File: src/hdl/hlfr_pkg.sv
`default_nettype none
// ----------------------------------------------------------------------------
// hlfr_pkg
// Shared types and constants of the header/length frame receiver.
// ----------------------------------------------------------------------------
package hlfr_pkg;

    localparam logic [7:0] HDR_FIRST  = 8'hAA;
    localparam logic [7:0] HDR_SECOND = 8'hAF;
    localparam logic [7:0] FUNC_END   = 8'hF1;

    localparam int FRAME_EXTRA       = 5;
    localparam int PAYLOAD_LIMIT_DEF = 50;
    localparam int STORE_DEPTH_DEF   = 64;

    localparam int IDX_W = 6;
    localparam int CNT_W = IDX_W + 1;

    typedef enum logic [2:0] {
        PH_IDLE    = 3'd0,
        PH_HDR1    = 3'd1,
        PH_HDR2    = 3'd2,
        PH_FUNC    = 3'd3,
        PH_PAYLOAD = 3'd4,
        PH_CHECK   = 3'd5
    } hlfr_phase_t;

    typedef enum logic [1:0] {
        DUMP_IDLE = 2'd0,
        DUMP_LOAD = 2'd1,
        DUMP_HOLD = 2'd2
    } hlfr_dump_state_t;

    typedef struct packed {
        logic             en;
        logic [IDX_W-1:0] addr;
        logic [7:0]       data;
    } hlfr_wr_t;

    typedef struct packed {
        logic             start;
        logic [CNT_W-1:0] len;
    } hlfr_dump_req_t;

endpackage : hlfr_pkg
`default_nettype wire

File: src/hdl/hlfr_store.sv
`default_nettype none
// ----------------------------------------------------------------------------
// hlfr_store
// Frame byte memory: one write port, one registered read port.
// ----------------------------------------------------------------------------
module hlfr_store
    import hlfr_pkg::*;
#(
    parameter int STORE_DEPTH = STORE_DEPTH_DEF,
    localparam int AW = $clog2(STORE_DEPTH)
)
(
    input  wire logic          clk,
    input  wire logic          wr_en,
    input  wire logic [AW-1:0] wr_addr,
    input  wire logic [7:0]    wr_data,
    input  wire logic          rd_en,
    input  wire logic [AW-1:0] rd_addr,
    output logic [7:0]         rd_data
);

    logic [7:0] mem [STORE_DEPTH];
    logic [7:0] rd_data_reg;

    always_ff @(posedge clk)
    begin
        if (wr_en)
        begin
            mem[wr_addr] <= wr_data;
        end
    end

    always_ff @(posedge clk)
    begin
        if (rd_en)
        begin
            rd_data_reg <= mem[rd_addr];
        end
    end

    assign rd_data = rd_data_reg;

endmodule : hlfr_store
`default_nettype wire

File: src/hdl/hlfr_parser.sv
`default_nettype none
// ----------------------------------------------------------------------------
// hlfr_parser
// Header, function and length parser; writes accepted bytes to the store
// and raises a dump request on the trailing byte.
// ----------------------------------------------------------------------------
module hlfr_parser
    import hlfr_pkg::*;
#(
    parameter int PAYLOAD_LIMIT = PAYLOAD_LIMIT_DEF
)
(
    input  wire logic       clk,
    input  wire logic       rst_n,
    input  wire logic       accept,
    input  wire logic [7:0] rx_byte,
    output hlfr_wr_t        wr,
    output hlfr_dump_req_t  dump_req
);

    hlfr_phase_t      phase_reg, phase_next;
    logic [IDX_W-1:0] left_reg, left_next;
    logic [IDX_W-1:0] count_reg, count_next;

    always_ff @(posedge clk or negedge rst_n)
    begin
        if (!rst_n)
        begin
            phase_reg <= PH_IDLE;
            left_reg  <= '0;
            count_reg <= '0;
        end
        else
        begin
            phase_reg <= phase_next;
            left_reg  <= left_next;
            count_reg <= count_next;
        end
    end

    always_comb
    begin
        phase_next     = phase_reg;
        left_next      = left_reg;
        count_next     = count_reg;
        wr.en          = 1'b0;
        wr.addr        = '0;
        wr.data        = rx_byte;
        dump_req.start = 1'b0;
        dump_req.len   = CNT_W'({1'b0, count_reg}) + CNT_W'(FRAME_EXTRA);
        if (accept)
        begin
            phase_next = PH_IDLE;
            case (phase_reg)
                PH_IDLE:
                begin
                    if (rx_byte == HDR_FIRST)
                    begin
                        phase_next = PH_HDR1;
                        wr.en      = 1'b1;
                        wr.addr    = IDX_W'(0);
                    end
                end
                PH_HDR1:
                begin
                    if (rx_byte == HDR_SECOND)
                    begin
                        phase_next = PH_HDR2;
                        wr.en      = 1'b1;
                        wr.addr    = IDX_W'(1);
                    end
                end
                PH_HDR2:
                begin
                    if (rx_byte != 8'd0 && rx_byte < FUNC_END)
                    begin
                        phase_next = PH_FUNC;
                        wr.en      = 1'b1;
                        wr.addr    = IDX_W'(2);
                    end
                end
                PH_FUNC:
                begin
                    if (rx_byte < 8'(PAYLOAD_LIMIT))
                    begin
                        phase_next = PH_PAYLOAD;
                        wr.en      = 1'b1;
                        wr.addr    = IDX_W'(3);
                        left_next  = rx_byte[IDX_W-1:0];
                        count_next = '0;
                    end
                end
                PH_PAYLOAD:
                begin
                    if (left_reg != '0)
                    begin
                        wr.en      = 1'b1;
                        wr.addr    = count_reg + IDX_W'(4);
                        left_next  = left_reg - IDX_W'(1);
                        count_next = count_reg + IDX_W'(1);
                        phase_next = (left_reg == IDX_W'(1)) ? PH_CHECK : PH_PAYLOAD;
                    end
                end
                PH_CHECK:
                begin
                    wr.en          = 1'b1;
                    wr.addr        = count_reg + IDX_W'(4);
                    dump_req.start = 1'b1;
                end
                default:
                begin
                    phase_next = PH_IDLE;
                end
            endcase
        end
    end

endmodule : hlfr_parser
`default_nettype wire

File: src/hdl/hlfr_dump.sv
`default_nettype none
// ----------------------------------------------------------------------------
// hlfr_dump
// Frame dump sequencer: reads the store one byte at a time and presents
// each byte with its index, length and last marker in an output register.
// ----------------------------------------------------------------------------
module hlfr_dump
    import hlfr_pkg::*;
(
    input  wire logic            clk,
    input  wire logic            rst_n,
    input  wire hlfr_dump_req_t  dump_req,
    output logic                 rd_en,
    output logic [IDX_W-1:0]     rd_addr,
    input  wire logic [7:0]      rd_data,
    output logic                 busy,
    output logic                 out_valid,
    input  wire logic            out_ready,
    output logic [7:0]           out_byte,
    output logic [IDX_W-1:0]     out_index,
    output logic [IDX_W-1:0]     out_length,
    output logic                 out_last
);

    hlfr_dump_state_t state_reg, state_next;
    logic             valid_reg, valid_next;
    logic [CNT_W-1:0] idx_reg, idx_next;
    logic [CNT_W-1:0] len_reg, len_next;
    logic [7:0]       byte_reg, byte_next;
    logic             last;

    assign last = (idx_reg + CNT_W'(1)) == len_reg;

    always_ff @(posedge clk or negedge rst_n)
    begin
        if (!rst_n)
        begin
            state_reg <= DUMP_IDLE;
            valid_reg <= 1'b0;
            idx_reg   <= '0;
            len_reg   <= '0;
        end
        else
        begin
            state_reg <= state_next;
            valid_reg <= valid_next;
            idx_reg   <= idx_next;
            len_reg   <= len_next;
        end
    end

    always_ff @(posedge clk)
    begin
        byte_reg <= byte_next;
    end

    always_comb
    begin
        state_next = state_reg;
        valid_next = valid_reg;
        idx_next   = idx_reg;
        len_next   = len_reg;
        byte_next  = byte_reg;
        rd_en      = 1'b0;
        rd_addr    = idx_reg[IDX_W-1:0];
        case (state_reg)
            DUMP_IDLE:
            begin
                if (dump_req.start)
                begin
                    idx_next   = '0;
                    len_next   = dump_req.len;
                    rd_en      = 1'b1;
                    rd_addr    = '0;
                    state_next = DUMP_LOAD;
                end
            end
            DUMP_LOAD:
            begin
                byte_next  = rd_data;
                valid_next = 1'b1;
                state_next = DUMP_HOLD;
            end
            DUMP_HOLD:
            begin
                if (out_ready)
                begin
                    valid_next = 1'b0;
                    if (last)
                    begin
                        state_next = DUMP_IDLE;
                    end
                    else
                    begin
                        idx_next   = idx_reg + CNT_W'(1);
                        rd_en      = 1'b1;
                        rd_addr    = idx_next[IDX_W-1:0];
                        state_next = DUMP_LOAD;
                    end
                end
            end
            default:
            begin
                valid_next = 1'b0;
                state_next = DUMP_IDLE;
            end
        endcase
    end

    assign busy       = (state_reg != DUMP_IDLE);
    assign out_valid  = valid_reg;
    assign out_byte   = byte_reg;
    assign out_index  = idx_reg[IDX_W-1:0];
    assign out_length = len_reg[IDX_W-1:0];
    assign out_last   = last;

`ifndef SYNTHESIS
    a_start_only_idle: assert property (@(posedge clk) disable iff (!rst_n)
        dump_req.start |-> state_reg == DUMP_IDLE)
        else $error("dump request while a frame is being emitted");

    a_valid_in_hold: assert property (@(posedge clk) disable iff (!rst_n)
        valid_reg == (state_reg == DUMP_HOLD))
        else $error("output valid out of step with the sequencer");

    a_index_in_frame: assert property (@(posedge clk) disable iff (!rst_n)
        busy |-> idx_reg < len_reg && len_reg >= CNT_W'(FRAME_EXTRA))
        else $error("dump index outside the frame");

    a_last_ends_dump: assert property (@(posedge clk) disable iff (!rst_n)
        (valid_reg && out_ready && last) |=> state_reg == DUMP_IDLE)
        else $error("dump did not end after the last byte");
`endif

endmodule : hlfr_dump
`default_nettype wire

File: src/hdl/header_length_frame_receiver.sv
`default_nettype none
// ----------------------------------------------------------------------------
// header_length_frame_receiver
// Parses AA AF / function / length / payload / check frames from a byte
// stream and emits each completed frame byte by byte.
//
// Input: one received byte per request on s_axis (tdata = rx_byte).
// Output: one frame byte per request on m_axis; tdata carries frame_byte,
// byte_index and frame_length, tlast marks the final byte of the frame.
// While parsing, the block takes one byte per cycle. Only the trailing
// check byte produces output: taking it starts a store read of the first
// frame byte, and taking each frame byte starts the read of the next one;
// each read goes through the store read register and then the output
// register, and no frame byte is read before the previous one is taken.
// s_axis_tready stays low while a frame is emitted, also while the
// receiver holds m_axis_tready low; the output byte is held stable while
// stalled. Bad bytes are dropped and restart the search for the first
// header byte.
// Reset returns the parser to idle and drops any frame being emitted; the
// frame store is not cleared and needs no clearing pass.
// ----------------------------------------------------------------------------
module header_length_frame_receiver
    import hlfr_pkg::*;
#(
    parameter int PAYLOAD_LIMIT = PAYLOAD_LIMIT_DEF,
    parameter int STORE_DEPTH   = STORE_DEPTH_DEF
)
(
    input  wire logic        clk,
    input  wire logic        rst_n,
    input  wire logic        s_axis_tvalid,
    output logic             s_axis_tready,
    input  wire logic [7:0]  s_axis_tdata,   // [7:0] rx_byte
    output logic             m_axis_tvalid,
    input  wire logic        m_axis_tready,
    output logic [23:0]      m_axis_tdata,   // [7:0] frame_byte, [13:8] byte_index,
                                             // [19:14] frame_length, [23:20] zero
    output logic             m_axis_tlast    // is_last
);

    localparam int AW = $clog2(STORE_DEPTH);

    hlfr_wr_t         wr;
    hlfr_dump_req_t   dump_req;
    logic             accept;
    logic             busy;
    logic             rd_en;
    logic [IDX_W-1:0] rd_addr;
    logic [7:0]       rd_data;
    logic [7:0]       out_byte;
    logic [IDX_W-1:0] out_index;
    logic [IDX_W-1:0] out_length;

    assign s_axis_tready = !busy;
    assign accept        = s_axis_tvalid && s_axis_tready;

    hlfr_parser #(
        .PAYLOAD_LIMIT (PAYLOAD_LIMIT)
    ) u_parser (
        .clk      (clk),
        .rst_n    (rst_n),
        .accept   (accept),
        .rx_byte  (s_axis_tdata),
        .wr       (wr),
        .dump_req (dump_req)
    );

    hlfr_store #(
        .STORE_DEPTH (STORE_DEPTH)
    ) u_store (
        .clk     (clk),
        .wr_en   (wr.en),
        .wr_addr (AW'(wr.addr)),
        .wr_data (wr.data),
        .rd_en   (rd_en),
        .rd_addr (AW'(rd_addr)),
        .rd_data (rd_data)
    );

    hlfr_dump u_dump (
        .clk        (clk),
        .rst_n      (rst_n),
        .dump_req   (dump_req),
        .rd_en      (rd_en),
        .rd_addr    (rd_addr),
        .rd_data    (rd_data),
        .busy       (busy),
        .out_valid  (m_axis_tvalid),
        .out_ready  (m_axis_tready),
        .out_byte   (out_byte),
        .out_index  (out_index),
        .out_length (out_length),
        .out_last   (m_axis_tlast)
    );

    assign m_axis_tdata = {4'b0000, out_length, out_index, out_byte};

endmodule : header_length_frame_receiver
`default_nettype wire

File: config.mk
export PLATFORM = sky130hd
export DESIGN_NAME = header_length_frame_receiver
export DESIGN_NICKNAME = d
export VERILOG_FILES = /design/src/hdl/hlfr_pkg.sv /design/src/hdl/hlfr_store.sv /design/src/hdl/hlfr_parser.sv /design/src/hdl/hlfr_dump.sv /design/src/hdl/header_length_frame_receiver.sv
export SDC_FILE = /design/constraint.sdc
export NUM_CORES = 1
export LEC_CHECK = 0
export BUFFER_PORTS_ARGS = -buffer_cell sky130_fd_sc_hd__buf_2
export CAP_MARGIN = 20
export CORE_ASPECT_RATIO = 1.2
export CORE_MARGIN = 2
export CORE_UTILIZATION = 67
export DETAILED_ROUTE_END_ITERATION = 8
export GPL_TIMING_DRIVEN = 0
export PLACE_DENSITY = 0.84
export SLEW_MARGIN = 20
export SYNTH_ARGS = -nofsm -noshare
export SYNTH_HDL_FRONTEND = slang
export SYNTH_SLANG_ARGS = --single-unit
File: constraint.sdc
create_clock -name clk -period 10.79 [get_ports clk]
set_input_delay 0.5395 -clock clk [delete_from_list [all_inputs] [get_ports clk]]
set_output_delay 0.5395 -clock clk [all_outputs]
set_load 0.02 [all_outputs]
==> results of run 1 <==
## area by class of cell
| class | count | share of cell area |
|---|---|---|
| buffer | 90 | 0.0256 |
| clock buffer | 66 | 0.0551 |
| clock inverter | 26 | 0.00948 |
| inverter | 15 | 0.00231 |
| multi-input combinational | 775 | 0.223 |
| sequential | 560 | 0.654 |
| tap | 456 | 0.0224 |
| timing repair buffer | 35 | 0.00791 |
## metrics by stage
| step | util | cell area, sq um | hold WS [ns] | total power, mW | cells |
|---|---|---|---|---|---|
| detailed placement | 0.701 | 23800 | 0.408 | 4.19 | 1931 |
| floorplan | - | 23000 | 0.244 | 3.63 | 1440 |
| finish | 0.750 | 25500 | 0.0175 | 6.01 | 2023 |
| global placement | 0.700 | 23800 | 0.404 | 4.15 | 1930 |
| global route | 0.750 | 25500 | 0.0741 | 6.15 | 2023 |
| CTS | 0.750 | 25500 | 0.0273 | 5.96 | 2023 |
## per-layer routing
metal  part of all wire  vias up  wire, um  GRT usage
met1               0.35     6856     19900      0.413
met2               0.50      957     28100      0.535
li1                   -     5781         -          -
met3              0.096      174      5430     0.0547
met4              0.053        0      3000      0.153
met5                  0        -         0          0
## cell usage after synthesis (14+ instances only)
master and n:
buf_4 29, a211oi_1 15, nand2_1 200, mux4_2 51, nor3_1 16, clkbuf_1 20
nand3_1 42, nor2_1 94, edfxtp_1 528, mux2i_1 74, dfrtp_1 32, a22o_1 21
a21oi_1 20, a222oi_1 21, and3_1 14, o21ai_0 27, buf_2 19, a31oi_1 37
## cells by family after synthesis
logic type / share of synthesized area
buffers and inverters: 0.0309
AND/OR/NAND/NOR: 0.0811
flip-flops: 0.723
XOR/XNOR: 0.00679
AO/OA/AOI/OAI: 0.0658
multiplexers: 0.0882
other: 0.000163
adder cells (fa/ha/maj): 0.00380
## path summary, 6_finish.rpt
kind,endpoint,slack (ns)
setup / recovery,u_store.rd_data[4]$_DFFE_PP_,5.82
hold / removal,u_parser.left_reg[4]$_DFFE_PN0P_,0.02
setup reg to reg,u_store.rd_data[4]$_DFFE_PP_,5.82
hold reg to reg,u_dump.out_byte[2]$_DFFE_PP_,0.42
max in group asynchronous,u_dump.idx_reg[0]$_DFFE_PN0P_,10.31
min in group clk,u_dump.state_reg[1]$_DFFE_PN0P_,0.17
## worst max-delay path: stages, from the launching register on
cell	delay, ns
dfrtp_1	0.50
ha_1	0.26
buf_4	0.17
xnor2_2	0.17
xor2_1	0.26
o2111ai_4	0.21
o31ai_4	0.51
buf_6	0.23
nor3_1	0.07
nor2_2	0.11
nand3_2	0.17
clkbuf_1	0.36
a222oi_1	1.04
a211oi_1	0.21
nor4_2	0.45
## power groups by stage
| stage | combinational [mW] | sequential [mW] | clock [mW] |
|---|---|---|---|
| global placement | 1.69 | 2.46 | 0 |
| detailed placement | 1.72 | 2.46 | 0 |
| finish | 1.80 | 2.42 | 1.79 |
| floorplan | 1.17 | 2.46 | 0 |
| CTS | 1.75 | 2.42 | 1.80 |
| global route | 1.86 | 2.42 | 1.87 |
==> impl_results.md, run 1 <==
* Power density cells at 236 nW/um^2
* Multi-input logic area at 5690 sq um
* Initial Util at 0.678
* Worst-Margin Slew at 1.19 ns
* Yosys cell types at 79
* Largest net degree at the start of global routing at 70
* Post-route ant nets at 0
* Chip Height at slightly above 200 um
* Post-Synthesis Cells at between 1000 and 1500
* Synthesized area at 23000 sq um
* Asr flop ratio synth at 0.0571
* Total grt overflow at 0
* Clock power frac at 0.299
* Top FF cell, synth: edfxtp_1
* Slew HR at 0.205
* Die footprint at 35900 sq um
* Fmax at 201 MHz
* Core footprint at 34000 sq um
* Sw Ratio at 0.314
* Fillers at 1934
* Final Hold Viols at 0
* Sum Neg Setup Slack at 0 ns
* Setup crit start kind: flop
* Worst-skew pair later-pin latency at roughly 0.58 ns
* Post-CTS resize count at 0
* Int Power at 4.12 mW
* Max FFs per register at 512
* Most frequent cells in the layout: edfxtp_1, nand2_1, nor2_1
* Sequential power share at 0.402
* Vias in the first global route at 13800
* Ant. Diodes at 0
* FF+latch count, synth at 560
* Row count at 74
* DR DRC count at 0
* CP Data Required Time at 11.13 ns
* Clk buf depth at 3
* Cts hold-fix bufs at 0
* Critical path peak fanout at 10
* Antenna violations before repair at 0
* Root buffer cell: clkbuf_16
* CTS Buf Count at between 50 and 60
* Critical Path Source: u_dump.idx_reg[0]$_DFFE_PN0P_
* R2R cell count at 14
* Post-DR vias/cell at 6.81
* Clock sinks at 560
* DRT Pass-1 Iters at 8
* Register area at 16700 sq um
* Net count, final at ~1500
* Post-CTS Setup Inserts at 0
* RSZ-0062 raised after global routing: no
* Ys Warns at 0
* Routed WL at roughly 56 mm
* Combinational share of power at 0.299
* Crit path setup slack, layout at 5.82 ns
* Area contributors post-synth: edfxtp_1, mux4_2, dfrtp_1, nand2_1, mux2i_1
* CTS tree: done
* Sequential area share after synthesis at 0.723
* Max_cap viols at 0
* Clock skew at 0.0212 ns
* R2r startpoint: u_dump.idx_reg[0]$_DFFE_PN0P_
* I/O Buffers at 34
* H-tree levels at 2
* WL/cell at 27.9 um
* Share of cells above drive strength 1 at 0.160
* Leading area contributor after synthesis: edfxtp_1
* Psw at ~1.9 mW
* Hpwl dp at approximately 35 mm
* Commonest non-fill, non-tap cell in the layout: edfxtp_1
* Final setup viols at 0
* GP Congestion at 1.03
* # IOs at 39
* Clock-pin slew on the worst setup and hold paths at 0.06 ns
* Routed vias at between 10000 and 15000
* GRT Overall Usage at 0.320
* Final worst path period need at roughly 5 ns
* Post-synth EDFFs at 528
* Period utilization at 0.461
* Die width at 173 um
* Crit Path Category: flop to flop
* Maximum vdd drop at 0.153 mV
* Lkg Pwr at ~8.8 nW
* CP Capture Type: flop
* P&R area growth vs syn at 10.6%
* Worst hold path class: input port to asynchronous set/reset pin
* Worst path arrival time at between 5 and 6 ns
* Syn_area_per_cell at 16.0 sq um
* First-pass GRT wire length at 84.9 mm
* DP Worst Slack at between 6 and 7 ns
* Status: complete, no violations
* DRT iter0 DRCs at ~2100
* Slew Viols, Final at 0
* Yosys top cell area share at 0.688
Power figures use the tool's default switching activity.
==> inputs of run 2 (changes only) <==
--- a/config.mk
+++ b/config.mk
@@ -5,14 +5,15 @@
 export SDC_FILE = /design/constraint.sdc
 export NUM_CORES = 1
 export LEC_CHECK = 0
+export ABC_AREA = 1
 export BUFFER_PORTS_ARGS = -buffer_cell sky130_fd_sc_hd__buf_2
 export CAP_MARGIN = 20
 export CORE_ASPECT_RATIO = 1.2
 export CORE_MARGIN = 2
-export CORE_UTILIZATION = 67
+export CORE_UTILIZATION = 63
 export DETAILED_ROUTE_END_ITERATION = 8
 export GPL_TIMING_DRIVEN = 0
-export PLACE_DENSITY = 0.84
+export PLACE_DENSITY = 0.8
 export SLEW_MARGIN = 20
 export SYNTH_ARGS = -nofsm -noshare
 export SYNTH_HDL_FRONTEND = slang
==> constraint.sdc (replaced) <==
create_clock -name clk -period 4.7 [get_ports clk]
set_input_delay 0.235 -clock clk [delete_from_list [all_inputs] [get_ports clk]]
set_output_delay 0.235 -clock clk [all_outputs]
set_load 0.02 [all_outputs]
==> impl_results.md, run 2 <==
* Share of cells above drive strength 1 at 0.0829 (-0.0772)
* Placed cells at 3127 (+62%)
* DR DRC count at 0 (unchanged)
* CP Data Required Time at 5.01 ns (-6.12 ns)
* Post-synthesis mux area share at 0 (-0.0882)
* CP max-delay cell: clkbuf_1
* Clk buf depth at 3 (unchanged)
* Net count, final at 2668 (+72%)
* Sequential area share after synthesis at 0.657 (-0.0664)
* Chip Height at 224 um (+8.1%)
* DRT iter0 DRCs at 2385 (+13%)
* Slew Viols, Final at 0 (unchanged)
* Critical path peak fanout at 13 (+3)
* Die width at 187 um (+8.0%)
* Synth Area in Simple Gates at 0.221 (+0.139)
* Cts hold-fix bufs at 1 (+1)
* Sum Neg Setup Slack at 0 ns (unchanged)
* Ant. Diodes at 0 (unchanged)
* Root buffer cell: clkbuf_16
* Count leader, synth: nand2_1
* Yosys cell types at 37 (-53%)
* Max FFs per register at 512 (unchanged)
* Syn_area_per_cell at 9.92 sq um (-38%)
* Post-DR vias/cell at 5.73 (-16%)
* I/O Buffers at 34 (unchanged)
* Synthesized area at 25400 sq um (+10%)
* Worst-skew pair later-pin latency at 0.59 ns (about the same)
* Routed vias at 18500 (+34%)
* Period utilization at 0.911 (+0.450)
* First-pass GRT wire length at 103 mm (+21%)
* Fmax at 234 MHz (+16%)
* Clock skew at 0.0189 ns (-0.00226 ns)
* Slew HR at 0.334 (+0.129)
* Core footprint at 39700 sq um (+17%)
* Post-route ant nets at 0 (unchanged)
* Routed WL at 68.9 mm (+22%)
* Post-CTS Setup Inserts at 0 (unchanged)
* Asr flop ratio synth at 0.0571 (unchanged)
* Area contributors post-synth: edfxtp_1, nand3_1, nand2_1, inv_1, dfrtp_1
* Post-CTS resize count at 0 (unchanged)
* Clock-pin slew on the worst setup and hold paths at 0.06 ns (about the same)
* Status: complete, no violations
* R2r startpoint: u_dump.idx_reg[0]$_DFFE_PN0P_
* Yosys top cell area share at 0.625 (-0.0632)
* Min Hold Slack at 0.0509 ns (+0.0334 ns)
* Fin util at 0.703 (-0.0464)
* Final Hold Viols at 0 (unchanged)
* Worst path arrival time at 4.59 ns (-0.72 ns)
* Maximum vdd drop at 0.420 mV (+170%)
* Commonest cells in the synthesized netlist: nand2_1, nand3_1, edfxtp_1, inv_1, nor2_1
* Antenna violations before repair at 0 (unchanged)
* Post-Synthesis Cells at 2555 (+78%)
* Leading area contributor after synthesis: edfxtp_1
* Crit path setup slack, layout at 0.418 ns (-5.40 ns)
* FF+latch count, synth at 560 (unchanged)
* Vias in the first global route at 17700 (+28%)
* Post-synth EDFFs at 528 (unchanged)
* Largest family of logic cells by synthesized area: simple AND/OR/NAND/NOR gates
* DRT Pass-1 Iters at 6 (-2)
* Worst hold path class: input port to flop
* Row count at 80 (+8.1%)
* CP Capture Type: flop
* Setup crit start kind: flop
* Total grt overflow at 0 (unchanged)
* Hold worst-path end: u_store.mem[22][4]$_DFFE_PP_
* P&R area growth vs syn at 10.2%
* GP Congestion at 0.977 (-5.2%)
* Max_cap viols at 0 (unchanged)
* Synth Area in XOR/XNOR at 0.00345 (-0.00334)
* Final Instance Area at 28000 sq um (+9.7%)
* Slowest Stage Delay on Critical Path at 0.70 ns (-0.34 ns)
* Die footprint at 41900 sq um (+17%)
* Lkg Pwr at 12.1 nW (+38%)
* H-tree levels at 2 (unchanged)
* DP Area at 26300 sq um (+10%)
* DP Worst Slack at 0.573 ns (-5.64 ns)
* CTS tree: done
* Reg2reg setup slack at 0.42 ns (-5.40 ns)
* Worst-Margin Slew at 0.995 ns (-0.197 ns)
* CTS Buf Count at 52 (+2.0%)
* Compound-Gate Fraction of Synth Area at 0.0101 (-0.0557)
* Worst R2R End: u_store.rd_data[6]$_DFFE_PP_
* WL/cell at 21.4 um (-23%)
* Post-Synth Adder-Cell Area at 0.00345 (-0.000349)
* Hold Path Stages at 1
* CP cell instances: ha_1 > nand2_1 > nor2_1 > nand3_1 > nand2_1 > nand2_1 > nand2_1 > nor2_2 > nand3_2 > nand2_4 > inv_2 > o21ai_2 > inv_2 > clkbuf_1 > nand3_1 > nand3_1 > nand3_1 > nand3_1 > nand2_1
* Top FF cell, synth: edfxtp_1
* Initial Util at 0.638 (-0.0396)
* R2R cell count at 19 (+5)
* Final setup viols at 0 (unchanged)
* # IOs at 39 (unchanged)
* Ys Warns at 0 (unchanged)
* Hpwl dp at 46.6 mm (+32%)
* Commonest non-fill, non-tap cell in the layout: nand2_1
* GRT Overall Usage at 0.333 (+0.0130)
* Largest net degree at the start of global routing at 70 (unchanged)
* Crit Path Category: flop to flop
* Power density cells at 583 nW/um^2 (+150%)
* Tot Pwr at 16.3 mW (+170%)
* Post-route insts no fill at 3222 (+59%)
* Final worst path period need at 4.28 ns (-0.690 ns)
* RSZ-0062 raised after global routing: no
* Hold Crit Start: s_axis_tdata[4]
* Most frequent cells in the layout: nand2_1, nand3_1, edfxtp_1
* Clock sinks at 560 (unchanged)
run 2: cell types whose count changed after synthesis, moves of 32 or more:
cell	previous run	this run
nand3_1	42	558
inv_1	12	524
nand2_1	200	592
mux2i_1	74	0
mux4_2	51	0
buf_2	19	58
a31oi_1	37	5
run 2: layout make-up:
cell class,count,area (sq um)
fillers,2886,11800
plain buffers,126,681
well taps,533,667
clock inverters,18,223
flip-flops and latches,560,16700
repair buffers,37,248
multi-input cells,1341,6040
inverters,531,1990
clock buffers,76,1440
run 2: worst max-delay path by stage:
stage                                          startpoint                      endpoint  slack (ns)  cells past startpoint
after floorplan           u_dump.state_reg[1]$_DFFE_PN0P_  u_store.rd_data[5]$_DFFE_PP_        1.86                     15
after global placement                    s_axis_tdata[4]  u_store.mem[40][7]$_DFFE_PP_        0.46                      9
after detailed placement    u_dump.idx_reg[0]$_DFFE_PN0P_  u_store.rd_data[6]$_DFFE_PP_        0.57                     19
after CTS                   u_dump.idx_reg[0]$_DFFE_PN0P_  u_store.rd_data[6]$_DFFE_PP_        0.53                     19
after global routing        u_dump.idx_reg[0]$_DFFE_PN0P_  u_store.rd_data[6]$_DFFE_PP_        0.22                     19
final                       u_dump.idx_reg[0]$_DFFE_PN0P_  u_store.rd_data[6]$_DFFE_PP_        0.42                     19
run 2: cells by family after synthesis:
logic type,after synthesis
flip-flops,560
XOR/XNOR,10
other,1
buffers and inverters,657
adder cells (fa/ha/maj),7
AND/OR/NAND/NOR,1278
AO/OA/AOI/OAI,42
run 2: worst max-delay path, delay by kind of cell (launching register included):
family / cells / cell delay, ns
compound gates: 1 / 0.14
buf+inv: 3 / 1.32
flops: 1 / 0.52
fa+ha+maj: 1 / 0.26
simple gates: 14 / 1.76
run 2: power breakdown:
group | internal [mW] | switching, mW
sequential | 5.71 | 0.165
combinational | 1.74 | 4.50
clock | 2.40 | 1.80
run 2: routing by layer:
layer	up-vias	part of all wire	routed length, um	global-route usage
li1	8452	-	-	-
met1	8556	0.35	24000	0.408
met2	1175	0.48	32800	0.551
met3	293	0.10	7210	0.0602
met4	0	0.071	4910	0.211
met5	-	0	0	0
